**src/sv/psd_pkg.sv**
```systemverilog
// Shared types and constants for the price segment detector.
// No dependencies; imported by every other module of the block.

package psd_pkg;

   localparam int POSITION_BITS = 20;
   localparam int PRICE_BITS = 32;

   localparam int FIFO_DEPTH = 4;
   localparam int FIFO_PTR_BITS = $clog2(FIFO_DEPTH);
   localparam int FIFO_COUNT_BITS = $clog2(FIFO_DEPTH + 1);
   localparam logic [FIFO_COUNT_BITS-1:0] FIFO_ROOM_MAX = FIFO_COUNT_BITS'(FIFO_DEPTH - 2);
   localparam logic [FIFO_COUNT_BITS-1:0] FIFO_FULL_COUNT = FIFO_COUNT_BITS'(FIFO_DEPTH);

   localparam logic [1:0] PIVOT_TOP = 2'b01;
   localparam logic [1:0] PIVOT_BOTTOM = 2'b11;

   localparam logic [1:0] MARK_CLEAR = 2'b00;
   localparam logic [1:0] MARK_TOP = 2'b01;
   localparam logic [1:0] MARK_BOTTOM = 2'b11;

   localparam logic [1:0] PUSH_NONE = 2'd0;
   localparam logic [1:0] PUSH_ONE = 2'd1;
   localparam logic [1:0] PUSH_TWO = 2'd2;

   typedef enum logic [2:0] {
      DIR_NONE = 3'b001,
      DIR_UP   = 3'b010,
      DIR_DOWN = 3'b100
   } dir_type;

   typedef struct packed {
      logic [POSITION_BITS-1:0] position;
      logic [1:0]               mark;
      logic                     last_of_run;
   } rsp_item_type;

   typedef struct packed {
      logic [1:0]   count;
      rsp_item_type item0;
      rsp_item_type item1;
   } psd_push_type;

endpackage

```
**src/sv/psd_rsp_fifo.sv**
```systemverilog
// Result queue: takes up to two results per cycle, hands out one per transfer.
// Depends on psd_pkg.

module psd_rsp_fifo
   import psd_pkg::*;
(
   input  logic                     clock,
   input  logic                     reset,
   input  psd_push_type             push,
   output logic                     room,
   output logic [FIFO_COUNT_BITS-1:0] count,
   output logic                     rsp_valid,
   input  logic                     rsp_stall,
   output logic [POSITION_BITS-1:0] rsp_position,
   output logic signed [1:0]        rsp_mark,
   output logic                     rsp_last_of_run
);

   rsp_item_type entry_ff [FIFO_DEPTH];
   logic [FIFO_PTR_BITS-1:0]   wr_ptr_ff, wr_ptr_in;
   logic [FIFO_PTR_BITS-1:0]   rd_ptr_ff, rd_ptr_in;
   logic [FIFO_COUNT_BITS-1:0] count_ff, count_in;
   logic [FIFO_PTR_BITS-1:0]   wr_next;
   logic                       pop;

   assign wr_next = wr_ptr_ff + FIFO_PTR_BITS'(1);
   assign pop = (count_ff != '0) && !rsp_stall;

   always_comb begin
      wr_ptr_in = wr_ptr_ff + FIFO_PTR_BITS'(push.count);
      rd_ptr_in = rd_ptr_ff + FIFO_PTR_BITS'(pop);
      count_in = count_ff + FIFO_COUNT_BITS'(push.count) - FIFO_COUNT_BITS'(pop);
   end

   always_ff @(posedge clock) begin
      if (reset) begin
         wr_ptr_ff <= '0;
         rd_ptr_ff <= '0;
         count_ff <= '0;
      end else begin
         wr_ptr_ff <= wr_ptr_in;
         rd_ptr_ff <= rd_ptr_in;
         count_ff <= count_in;
      end
   end

   always_ff @(posedge clock) begin
      if (push.count != PUSH_NONE) begin
         entry_ff[wr_ptr_ff] <= push.item0;
      end
      if (push.count == PUSH_TWO) begin
         entry_ff[wr_next] <= push.item1;
      end
   end

   assign room = (count_ff <= FIFO_ROOM_MAX);
   assign count = count_ff;
   assign rsp_valid = (count_ff != '0);
   assign rsp_position = entry_ff[rd_ptr_ff].position;
   assign rsp_mark = entry_ff[rd_ptr_ff].mark;
   assign rsp_last_of_run = entry_ff[rd_ptr_ff].last_of_run;

endmodule

```
**src/sv/psd_core.sv**
```systemverilog
// Bar input register, segment state and the single-pass update logic.
// Depends on psd_pkg; feeds psd_rsp_fifo through a psd_push_type.

module psd_core
   import psd_pkg::*;
(
   input  logic                  clock,
   input  logic                  reset,
   input  logic                  csr_write_enable,
   input  logic                  csr_write_data,
   input  logic                  req_valid,
   output logic                  req_stall,
   input  logic signed [1:0]     req_pivot_kind,
   input  logic [PRICE_BITS-1:0] req_bar_high,
   input  logic [PRICE_BITS-1:0] req_bar_low,
   input  logic                  req_end_of_series,
   input  logic                  room,
   output logic                  busy,
   output psd_push_type          push
);

   logic                     full_mode_ff;
   logic                     in_valid_ff, in_valid_in;
   logic [1:0]               kind_ff;
   logic [PRICE_BITS-1:0]    high_ff, low_ff;
   logic                     eos_ff;

   dir_type                  dir_ff, dir_in;
   logic                     seeded_ff, seeded_in;
   logic [POSITION_BITS-1:0] bar_pos_ff, bar_pos_in;
   logic [POSITION_BITS-1:0] top_pos_ff, top_pos_in;
   logic [POSITION_BITS-1:0] bot_pos_ff, bot_pos_in;
   logic [PRICE_BITS-1:0]    top_price_ff, top_price_in;
   logic [PRICE_BITS-1:0]    bot_price_ff, bot_price_in;
   logic [PRICE_BITS-1:0]    old_high_ff, old_high_in;
   logic [PRICE_BITS-1:0]    new_high_ff, new_high_in;
   logic [PRICE_BITS-1:0]    old_low_ff, old_low_in;
   logic [PRICE_BITS-1:0]    new_low_ff, new_low_in;
   logic [PRICE_BITS-1:0]    rt_high_ff, rt_high_in;
   logic [PRICE_BITS-1:0]    rt_low_ff, rt_low_in;

   logic accept, process;
   logic is_top, is_bot, all_set, up_pattern, down_pattern;
   logic go_top, go_bot, clear_old, set_rt_high, set_rt_low;
   logic [PRICE_BITS-1:0]    cur_top, cur_bot;
   logic [POSITION_BITS-1:0] clear_pos;
   logic [1:0]               new_mark;

   assign process = in_valid_ff && room;
   assign req_stall = in_valid_ff && !room;
   assign accept = req_valid && !req_stall;
   assign busy = in_valid_ff;
   assign in_valid_in = accept || (in_valid_ff && !process);

   always_ff @(posedge clock) begin
      if (reset) begin
         full_mode_ff <= 1'b1;
         in_valid_ff <= 1'b0;
      end else begin
         in_valid_ff <= in_valid_in;
         if (csr_write_enable) begin
            full_mode_ff <= csr_write_data;
         end
      end
   end

   always_ff @(posedge clock) begin
      if (accept) begin
         kind_ff <= req_pivot_kind;
         high_ff <= req_bar_high;
         low_ff <= req_bar_low;
         eos_ff <= req_end_of_series;
      end
   end

   always_comb begin
      is_top = (kind_ff == PIVOT_TOP);
      is_bot = (kind_ff == PIVOT_BOTTOM);
      cur_top = seeded_ff ? top_price_ff : high_ff;
      cur_bot = seeded_ff ? bot_price_ff : low_ff;

      old_high_in = is_top ? new_high_ff : old_high_ff;
      new_high_in = is_top ? high_ff : new_high_ff;
      old_low_in = is_bot ? new_low_ff : old_low_ff;
      new_low_in = is_bot ? low_ff : new_low_ff;
      all_set = (old_high_in != '0) && (new_high_in != '0) &&
                (old_low_in != '0) && (new_low_in != '0);
      up_pattern = all_set && (new_high_in > old_high_in) && (new_low_in > old_low_in);
      down_pattern = all_set && (new_high_in < old_high_in) && (new_low_in < old_low_in);

      go_top = 1'b0;
      go_bot = 1'b0;
      clear_old = 1'b0;
      set_rt_high = 1'b0;
      set_rt_low = 1'b0;
      case (dir_ff)
         DIR_NONE: begin
            go_top = is_top;
            go_bot = is_bot;
         end
         DIR_UP: begin
            if (is_top) begin
               if (high_ff > cur_top) begin
                  clear_old = 1'b1;
                  go_top = 1'b1;
               end
            end else if (is_bot) begin
               if (low_ff < cur_bot || down_pattern) begin
                  go_bot = 1'b1;
               end else if (full_mode_ff) begin
                  if (rt_low_ff == '0) begin
                     set_rt_low = 1'b1;
                  end else if (low_ff < rt_low_ff) begin
                     go_bot = 1'b1;
                  end
               end
            end
         end
         DIR_DOWN: begin
            if (is_bot) begin
               if (low_ff < cur_bot) begin
                  clear_old = 1'b1;
                  go_bot = 1'b1;
               end
            end else if (is_top) begin
               if (high_ff > cur_top || up_pattern) begin
                  go_top = 1'b1;
               end else if (full_mode_ff) begin
                  if (rt_high_ff == '0) begin
                     set_rt_high = 1'b1;
                  end else if (high_ff > rt_high_ff) begin
                     go_top = 1'b1;
                  end
               end
            end
         end
         default: begin
         end
      endcase

      clear_pos = (dir_ff == DIR_UP) ? top_pos_ff : bot_pos_ff;
      new_mark = go_top ? MARK_TOP : MARK_BOTTOM;

      push.count = PUSH_NONE;
      push.item0 = '{position: bar_pos_ff, mark: new_mark, last_of_run: 1'b1};
      push.item1 = '{position: bar_pos_ff, mark: new_mark, last_of_run: 1'b1};
      if (process) begin
         if (clear_old) begin
            push.count = PUSH_TWO;
            push.item0 = '{position: clear_pos, mark: MARK_CLEAR, last_of_run: 1'b0};
         end else if (go_top || go_bot) begin
            push.count = PUSH_ONE;
         end
      end

      dir_in = dir_ff;
      top_pos_in = top_pos_ff;
      bot_pos_in = bot_pos_ff;
      top_price_in = cur_top;
      bot_price_in = cur_bot;
      rt_high_in = set_rt_high ? high_ff : rt_high_ff;
      rt_low_in = set_rt_low ? low_ff : rt_low_ff;
      if (go_top) begin
         dir_in = DIR_UP;
         top_pos_in = bar_pos_ff;
         top_price_in = high_ff;
         rt_high_in = '0;
         rt_low_in = '0;
      end
      if (go_bot) begin
         dir_in = DIR_DOWN;
         bot_pos_in = bar_pos_ff;
         bot_price_in = low_ff;
         rt_high_in = '0;
         rt_low_in = '0;
      end
      seeded_in = 1'b1;
      bar_pos_in = bar_pos_ff + POSITION_BITS'(1);
   end

   always_ff @(posedge clock) begin
      if (reset || (process && eos_ff)) begin
         dir_ff <= DIR_NONE;
         seeded_ff <= 1'b0;
         bar_pos_ff <= '0;
         top_pos_ff <= '0;
         bot_pos_ff <= '0;
         top_price_ff <= '0;
         bot_price_ff <= '0;
         old_high_ff <= '0;
         new_high_ff <= '0;
         old_low_ff <= '0;
         new_low_ff <= '0;
         rt_high_ff <= '0;
         rt_low_ff <= '0;
      end else if (process) begin
         dir_ff <= dir_in;
         seeded_ff <= seeded_in;
         bar_pos_ff <= bar_pos_in;
         top_pos_ff <= top_pos_in;
         bot_pos_ff <= bot_pos_in;
         top_price_ff <= top_price_in;
         bot_price_ff <= bot_price_in;
         old_high_ff <= old_high_in;
         new_high_ff <= new_high_in;
         old_low_ff <= old_low_in;
         new_low_ff <= new_low_in;
         rt_high_ff <= rt_high_in;
         rt_low_ff <= rt_low_in;
      end
   end

endmodule

```
**src/sv/price_segment_detector_top.sv**
```systemverilog
// Channel   Ports                                         Direction
// req       req_valid/req_stall, pivot, high, low, eos    bar in
// rsp       rsp_valid/rsp_stall, position, mark, last     mark event out
// csr       csr_write_enable/csr_write_data               retrace rule enable
//
// A bar is registered on transfer and processed in the next cycle if the result
// queue has two free slots; processing updates the state and pushes its results.
// Throughput is one bar per cycle unless stalled, limited to one result per cycle
// by the rsp port: a bar that moves an extreme (clear plus mark) gives two results.
// Synchronous active-high reset; retrace rule resets to enabled.
// Depends on psd_pkg, psd_core and psd_rsp_fifo.

module price_segment_detector_top
   import psd_pkg::*;
(
   input  logic                     clock,
   input  logic                     reset,
   input  logic                     csr_write_enable,
   input  logic                     csr_write_data,
   input  logic                     req_valid,
   output logic                     req_stall,
   input  logic signed [1:0]        req_pivot_kind,
   input  logic [PRICE_BITS-1:0]    req_bar_high,
   input  logic [PRICE_BITS-1:0]    req_bar_low,
   input  logic                     req_end_of_series,
   output logic                     rsp_valid,
   input  logic                     rsp_stall,
   output logic [POSITION_BITS-1:0] rsp_position,
   output logic signed [1:0]        rsp_mark,
   output logic                     rsp_last_of_run
);

   psd_push_type               push;
   logic                       room;
   logic                       busy;
   logic [FIFO_COUNT_BITS-1:0] count;

   psd_core u_core (
      .clock             (clock),
      .reset             (reset),
      .csr_write_enable  (csr_write_enable),
      .csr_write_data    (csr_write_data),
      .req_valid         (req_valid),
      .req_stall         (req_stall),
      .req_pivot_kind    (req_pivot_kind),
      .req_bar_high      (req_bar_high),
      .req_bar_low       (req_bar_low),
      .req_end_of_series (req_end_of_series),
      .room              (room),
      .busy              (busy),
      .push              (push)
   );

   psd_rsp_fifo u_fifo (
      .clock           (clock),
      .reset           (reset),
      .push            (push),
      .room            (room),
      .count           (count),
      .rsp_valid       (rsp_valid),
      .rsp_stall       (rsp_stall),
      .rsp_position    (rsp_position),
      .rsp_mark        (rsp_mark),
      .rsp_last_of_run (rsp_last_of_run)
   );

`ifndef SYNTH
   a_count_bound: assert property (@(posedge clock) disable iff (reset)
      count <= FIFO_FULL_COUNT)
      else $error("result queue overflow");

   a_clear_not_last: assert property (@(posedge clock) disable iff (reset)
      (rsp_valid && rsp_mark == MARK_CLEAR) |-> !rsp_last_of_run)
      else $error("clear result marked as last");

   a_stall_when_held: assert property (@(posedge clock) disable iff (reset)
      req_stall |-> (busy && !room))
      else $error("input stalled without a held bar");

   a_push_has_room: assert property (@(posedge clock) disable iff (reset)
      (push.count != PUSH_NONE) |-> room)
      else $error("result pushed without queue room");
`endif

endmodule
```
**config.mk**
```make
export PLATFORM = sky130hd
export DESIGN_NAME = price_segment_detector_top
export DESIGN_NICKNAME = d
export VERILOG_FILES = /design/src/sv/psd_pkg.sv /design/src/sv/psd_rsp_fifo.sv /design/src/sv/psd_core.sv /design/src/sv/price_segment_detector_top.sv
export SDC_FILE = /design/constraint.sdc
export NUM_CORES = 1
export LEC_CHECK = 0
export ABC_CLOCK_PERIOD_IN_PS = 6050
export BUFFER_PORTS_ARGS = -buffer_cell sky130_fd_sc_hd__clkbuf_2
export CAP_MARGIN = 5
export CORE_ASPECT_RATIO = 1.25
export CORE_MARGIN = 10
export CORE_UTILIZATION = 50
export CTS_CLUSTER_DIAMETER = 30
export DETAILED_ROUTE_END_ITERATION = 16
export PLACE_DENSITY_LB_ADDON = 0.15
export SLEW_MARGIN = 20
export SYNTH_ARGS = -nofsm -noshare
export SYNTH_HDL_FRONTEND = slang
export SYNTH_SLANG_ARGS = --single-unit
```
**constraint.sdc**
```tcl
create_clock -name clock -period 6.05 [get_ports clock]
set_clock_uncertainty 0.15 [all_clocks]
set_input_delay 1.21 -clock clock [delete_from_list [all_inputs] [get_ports clock]]
set_output_delay 1.21 -clock clock [all_outputs]
set_load 0.02 [all_outputs]
```
==> impl_metrics.json, run 1 <==
{
  "cp-start-kind": "flop",
  "regToRegEndpoint": "u_fifo.entry_ff[1][13]",
  "worstPathRequired_ns": 6.29,
  "cts_resized": 0,
  "hold_slack_ns": 0.295,
  "gp_congestion": 0.897,
  "clkSinkCount": 484,
  "antenna_found_initial": 1,
  "place_area_um2": 26300,
  "hold-path-endpoint": "u_core.top_price_ff[24]",
  "netlist_area_um2": 25300,
  "grt_usage_pct": 22.5,
  "synth_nets": 2980,
  "hold_start": "u_core.top_price_ff[24]",
  "ys_seq_elements": 484,
  "min_period_ns": 5.33,
  "ir_worst_vdd_mv": 0.260,
  "initial_core_util_pct": 50.4,
  "wirelength_mm": 69.1,
  "ant_nets": 0,
  "finalCritPeriodShare_pct": 88.0,
  "p_leak_nw": 11.0,
  "core_area_um2": 50300,
  "fin_ws_ns": 0.724,
  "grt_max_degree": 132,
  "p_total_mw": 11.8,
  "power_density_nw_per_um2": 393,
  "cts_tree": "yes",
  "synth_top_area_share_pct": 26.3,
  "synth_compound_area_share_pct": 14.6,
  "synth_top_family_by_area": "simple AND/OR/NAND/NOR gates",
  "drv_cap": 0,
  "overflow": 0,
  "crit_arrival_ns": 5.56,
  "synth-edff-count": 151,
  "worstReg2RegStart": "u_core.kind_ff[1]",
  "finalHoldViolCount": 0,
  "cts_root_buffer": "clkbuf_16",
  "numCtsBuffers": 99,
  "ff2ff_path_depth": 15,
  "worstPathMaxFanout": 24,
  "ctsHoldBuffers": 0,
  "die_w_um": 221,
  "synth-simple-area-share_pct": 16.7,
  "route.detailed.drc": 0,
  "whs_path_depth": 2,
  "fp.dieH_um": 272,
  "setup_tns_ns": 0,
  "drtPass1Iterations": 5,
  "die-area_um2": 60100,
  "finalSetupViolCount": 0,
  "antenna_cells": 0,
  "synth_top_area_cell": "dfxtp_1",
  "wl_per_cell_um": 19.6,
  "final_util_pct": 59.6,
  "grt_pass1_wl_mm": 112,
  "netlist_instances": 2711,
  "grt_pass1_vias": 20700,
  "synthAdderAreaFrac_pct": 9.71,
  "crit_path_end_kind": "flop",
  "fin_nets": 3040,
  "insertion_delay_ns": 0.65,
  "fmax_ghz": 0.188,
  "numPortBuffers": 97,
  "ys.flop_type": "dfxtp_1",
  "postCtsSetupBuffers": 0,
  "clockBufferDepth": 3,
  "syn2layout_area_growth_pct": 18.3,
  "drt-initial-drc-count": 1852,
  "crit_type": "flop to flop",
  "rsz0062_at_grt": "false",
  "r2r_slack_ns": 0.72,
  "ios": 98,
  "synth_xor_area_share_pct": 0.622,
  "async_flop_share_pct": 0,
  "via_per_inst": 5.88,
  "vias": 20700,
  "ys_seq_area_share_pct": 44.2,
  "num_rows": 92,
  "status": "completed",
  "slew_headroom_pct": 27.5,
  "slew_violations": 0,
  "drive_gt1_share_pct": 13.8,
  "finalInstanceArea_um2": 30000,
  "fin_cells": 3516,
  "post-place-ws_ns": 0.790,
  "avgSynthCellArea_um2": 9.35,
  "htree_levels": 3,
  "clk_pin_slew_ns": 0.05,
  "dp_hpwl_mm": 46.6,
  "final_cell_mix": "350 x nand2_1, 332 x dfxtp_1, 249 x nor2_1, 195 x ha_1, 168 x a21oi_1",
  "place_inst": 3328,
  "muxShareOfSynthArea_pct": 9.82,
  "synthTopCellsByArea": "dfxtp_1 26%, edfxtp_1 18%, ha_1 9.6%",
  "min-delay-path-class": "flop to flop",
  "worstMarginPinSlew_ns": 1.09,
  "ys_types": 73,
  "synth_warnings": 0,
  "final_common_cell": "nand2_1"
}
power by group:
group          internal [mW]  total (mW)  switching (mW)  leakage (nW)
Sequential              3.59        3.88           0.282          4.04
Combinational          0.810        2.09            1.28          5.23
Clock                   3.92        5.81            1.89          1.75
Total                   8.32        11.8            3.45          11.0
cell usage after synthesis, drive strengths merged (5+ instances only):
cell type / n
a211oi: 87
a21boi: 10
a21o: 16
a21oi: 172
a221oi: 8
a31oi: 5
and2: 5
and3: 9
buf: 47
clkbuf: 132
dfxtp: 333
edfxtp: 151
ha: 195
inv: 95
mux2: 33
mux2i: 162
mux4: 22
nand2: 353
nand2b: 9
nand3: 94
nand4: 49
nor2: 251
nor2b: 16
nor3: 48
nor4: 68
o211ai: 21
o21a: 13
o21ai: 164
o22ai: 19
o2bb2ai: 39
or3: 18
or4: 5
xnor2: 10
xor2: 8
state kept, by name, indices dropped and copies added, names as in the netlist, 2 cells and up:
| register | flops |
|---|---|
| u_core.bar_pos_ff | 20 |
| u_core.dir_ff | 3 |
| u_core.new_high_ff | 32 |
| u_fifo.wr_ptr_ff | 2 |
| u_core.low_ff | 32 |
| u_core.old_low_ff | 32 |
| u_core.bot_pos_ff | 20 |
| u_fifo.entry_ff | 88 |
| u_core.old_high_ff | 32 |
| u_core.rt_high_ff | 32 |
| u_core.kind_ff | 2 |
| u_core.top_pos_ff | 20 |
| u_core.high_ff | 32 |
| u_fifo.count | 3 |
| u_core.rt_low_ff | 32 |
| u_core.bot_price_ff | 32 |
| u_core.new_low_ff | 32 |
| u_core.top_price_ff | 32 |
| u_fifo.rd_ptr_ff | 2 |
routing by layer:
layer | GRT usage (%) | vias up | wire length, um
li1 | - | 10000 | -
met1 | 27.9 | 9871 | 29400
met2 | 38.4 | 635 | 33900
met3 | 3.65 | 135 | 3810
met4 | 8.92 | 2 | 1920
met5 | 0 | - | 20
worst max path at each step:
stage / startpoint / end / cells past startpoint
global placement: u_core.kind_ff[1] / u_fifo.count[2] / 21
detailed placement: u_core.kind_ff[1] / u_fifo.count[2] / 19
global route: u_core.kind_ff[1] / u_fifo.count[2] / 20
CTS: u_core.kind_ff[1] / u_fifo.count[2] / 19
floorplan: u_core.kind_ff[1] / u_fifo.entry_ff[0][10] / 15
finish: u_core.kind_ff[1] / u_fifo.entry_ff[1][13] / 15
critical path, cell delays in order, from the launching register on:
cell and delay (ns):
edfxtp_1 0.44, nand2b_1 0.46, buf_4 0.37, nand2_1 0.10
nand2_1 0.09, ha_1 0.33, nand3_1 0.11, nor4_1 0.35
nand3_1 0.17, o41ai_1 0.68, or4_4 0.27, o211ai_2 0.16
o21ai_2 0.72, a21oi_1 0.16, buf_4 0.27, a22o_1 0.22
logic make-up (layout without fill, tap and decap cells):
logic type      Yosys count  in the layout
compound gates          585            585
mux                     217            217
xor+xnor                 18             18
buf+inv                 274            421
flops                   484            484
fa+ha+maj               196            196
simple gates            937            937
area by class of cell:
| class | instances | area [um2] |
|---|---|---|
| clock buffers | 116 | 2680 |
| fillers | 4233 | 20300 |
| repair buffers | 138 | 881 |
| multi-input cells | 1953 | 13100 |
| inverters | 95 | 357 |
| flip-flops and latches | 484 | 11200 |
| well taps | 658 | 823 |
| clock inverters | 72 | 952 |
(Power assumes the default switching activity.)
==> inputs of run 2 (changes only) <==
--- a/config.mk
+++ b/config.mk
@@ -5,7 +5,8 @@
 export SDC_FILE = /design/constraint.sdc
 export NUM_CORES = 1
 export LEC_CHECK = 0
-export ABC_CLOCK_PERIOD_IN_PS = 6050
+export ABC_AREA = 1
+export ABC_CLOCK_PERIOD_IN_PS = 5800
 export BUFFER_PORTS_ARGS = -buffer_cell sky130_fd_sc_hd__clkbuf_2
 export CAP_MARGIN = 5
 export CORE_ASPECT_RATIO = 1.25
@@ -13,7 +14,7 @@
 export CORE_UTILIZATION = 50
 export CTS_CLUSTER_DIAMETER = 30
 export DETAILED_ROUTE_END_ITERATION = 16
-export PLACE_DENSITY_LB_ADDON = 0.15
+export PLACE_DENSITY = 0.67
 export SLEW_MARGIN = 20
 export SYNTH_ARGS = -nofsm -noshare
 export SYNTH_HDL_FRONTEND = slang
==> constraint.sdc (replaced) <==
create_clock -name clock -period 5.8 [get_ports clock]
set_clock_uncertainty 0.15 [all_clocks]
set_input_delay 1.16 -clock clock [delete_from_list [all_inputs] [get_ports clock]]
set_output_delay 1.16 -clock clock [all_outputs]
set_load 0.02 [all_outputs]
==> impl_metrics.json, run 2 <==
{
  "via_per_inst": 5.28,
  "slew_violations": 0,
  "core_area_um2": 54000,
  "antenna_cells": 0,
  "drv_cap": 0,
  "slew_headroom_pct": 29.0,
  "dp_hpwl_mm": 50.1,
  "route.detailed.drc": 0,
  "postCtsSetupBuffers": 0,
  "grt_pass1_wl_mm": 121,
  "ctsHoldBuffers": 0,
  "min_period_ns": 4.98,
  "wl_per_cell_um": 15.9,
  "cts_root_buffer": "clkbuf_16",
  "largest_reg_flops": 88,
  "critPathLaunch": "u_core.kind_ff[0]",
  "ys_seq_area_share_pct": 41.0,
  "synth_top_area_cell": "dfxtp_1",
  "grt_max_degree": 233,
  "ios": 98,
  "final_common_cell": "nand2_1",
  "die-area_um2": 64500,
  "ys.flop_type": "dfxtp_1",
  "ys_types": 43,
  "drt-initial-drc-count": 1762,
  "initial_core_util_pct": 50.7,
  "netlist_area_um2": 27300,
  "crit_type": "flop to flop",
  "synth_nets": 4060,
  "worstMarginPinSlew_ns": 1.06,
  "power_density_nw_per_um2": 383,
  "synth_top_area_share_pct": 24.4,
  "crit_path_end_kind": "flop",
  "hold_slack_ns": 0.298,
  "worstPathRequired_ns": 6.16,
  "cts_tree": "yes",
  "clkSinkCount": 484,
  "regMostFlops": "u_fifo.entry_ff",
  "crit_path_top_delay_cell": "edfxtp_1",
  "finalSetupViolCount": 0,
  "num_rows": 95,
  "finalCritPeriodShare_pct": 85.8,
  "setup_tns_ns": 0,
  "ys_seq_elements": 484,
  "crit_arrival_ns": 5.34,
  "rsz0062_at_grt": "false",
  "synthTopCellsByCount": "1127 x nand2_1, 386 x inv_1, 337 x a21oi_1, 333 x dfxtp_1, 274 x nor2_1",
  "cp.depth": 24,
  "htree_levels": 3,
  "ant_nets": 0,
  "wirelength_mm": 73.7,
  "post-place-ws_ns": 0.873,
  "vias": 24500,
  "insertion_delay_ns": 0.65,
  "grt_pass1_vias": 23300,
  "min-delay-path-class": "flop to flop",
  "gp_congestion": 0.892,
  "overflow": 0,
  "final_cell_mix": "1126 x nand2_1, 385 x inv_1, 336 x a21oi_1, 333 x dfxtp_1, 273 x nor2_1",
  "slowest_delay_ns": 0.51,
  "numCtsBuffers": 101,
  "numPortBuffers": 97,
  "synth-edff-count": 151,
  "netlist_instances": 3791,
  "synth_warnings": 0,
  "place_inst": 4452,
  "ir_worst_vdd_mv": 0.245,
  "die_w_um": 229,
  "post-synth-top-count-cell": "nand2_1",
  "fp.dieH_um": 281,
  "avgSynthCellArea_um2": 7.21,
  "syn2layout_area_growth_pct": 15.9,
  "ff2ff_path_depth": 24,
  "drtPass1Iterations": 5,
  "antenna_found_initial": 0,
  "whs_path_depth": 2,
  "async_flop_share_pct": 0,
  "critPathBufInv": 5,
  "cp-start-kind": "flop",
  "grt_usage_pct": 22.6,
  "crit_family": "simple AND/OR/NAND/NOR gates",
  "crit_path_frequent_cell": "nand2_1",
  "fin_nets": 4097,
  "worstReg2RegStart": "u_core.kind_ff[0]",
  "worstPathMaxFanout": 46,
  "fmax_ghz": 0.201,
  "clk_pin_slew_ns": 0.05,
  "clockBufferDepth": 3,
  "crit_chain": "buf_4, nand2_2, buf_4, nand2_1, nand2_1, inv_1, ha_1, nand2_1, nor2_1, nand2_1, nor3_1, nand2_1, o21a_1, nand2_1, nor2_1, nand2_1, nand2_1, nand2_1, nand2_2, nand2_2, buf_4, inv_2, o21ai_0, a21oi_1",
  "drive_gt1_share_pct": 9.62,
  "p_leak_nw": 14.0,
  "status": "completed",
  "synthTopCellsByArea": "dfxtp_1 24%, edfxtp_1 17%, nand2_1 15%",
  "fin_cells": 4644,
  "p_total_mw": 12.1,
  "hold_start": "u_core.top_pos_ff[7]",
  "finalHoldViolCount": 0,
  "fin_ws_ns": 0.821,
  "cts_resized": 0
}
==> run 2: cell count changes after synthesis, moves of 70 or more <==
| cell | before | now |
|---|---|---|
| a211oi_1 | 86 | 3 |
| a21oi_1 | 169 | 337 |
| inv_1 | 95 | 386 |
| mux2i_1 | 162 | 0 |
| nand2_1 | 352 | 1127 |
| nand3_1 | 94 | 164 |
| o21ai_0 | 152 | 257 |
| o21ai_1 | 10 | 85 |
==> run 2: routing by layer <==
| metal | global-route usage, % | share of wire, % | up-vias |
|---|---|---|---|
| met3 | 3.23 | 4.6 | 127 |
| met4 | 8.81 | 2.7 | 0 |
| met5 | 0 | 0 | - |
| li1 | - | - | 12600 |
| met2 | 38.6 | 48 | 577 |
| met1 | 28.5 | 45 | 11200 |
==> run 2: worst reg2reg max path: stages (launching register included) <==
cell      delay (ns)
edfxtp_1        0.51
buf_4           0.26
nand2_2         0.33
buf_4           0.35
nand2_1         0.08
nand2_1         0.08
inv_1           0.06
ha_1            0.29
nand2_1         0.07
nor2_1          0.14
nand2_1         0.07
nor3_1          0.42
nand2_1         0.12
o21a_1          0.19
nand2_1         0.06
nor2_1          0.04
nand2_1         0.14
nand2_1         0.07
nand2_1         0.07
nand2_2         0.06
nand2_2         0.08
buf_4           0.49
inv_2           0.39
o21ai_0         0.28
a21oi_1         0.06
==> run 2: path summary, 6_finish.rpt <==
check,endpoint,slack [ns]
setup / recovery,u_core.top_pos_ff[2],0.82
hold / removal,u_core.top_pos_ff[7],0.30
setup reg to reg,u_core.top_pos_ff[2],0.82
hold reg to reg,u_core.top_pos_ff[7],0.30
==> run 2: cell type report <==
type,instances,area (um2)
multi-input cells,2707,13800
flip-flops and latches,484,11200
clock buffers,122,2740
fillers,5033,22300
inverters,400,1510
well taps,727,910
clock inverters,70,731
repair buffers,134,826
==> run 2: kinds of logic after synthesis <==
kind of cell	Yosys count	synth area share, %
flip-flops	484	41.0
AND/OR/NAND/NOR	1724	26.0
AO/OA/AOI/OAI	784	15.2
adder cells (fa/ha/maj)	196	8.99
buffers and inverters	600	8.81
XOR/XNOR	3	0.0961
==> run 2: power by group <==
| part | internal (mW) | switching (mW) | leakage (nW) |
|---|---|---|---|
| logic | 0.803 | 1.65 | 8.17 |
| clock network | 3.76 | 2.00 | 1.69 |
| registers | 3.73 | 0.181 | 4.13 |
==> run 2: stage by stage <==
stage               utilization [%]  instance area, um2
floorplan                         -               27400
CTS                            58.7               31700
global placement               52.3               28200
finish                         58.7               31700
detailed placement             52.3               28200
global route                   58.7               31700
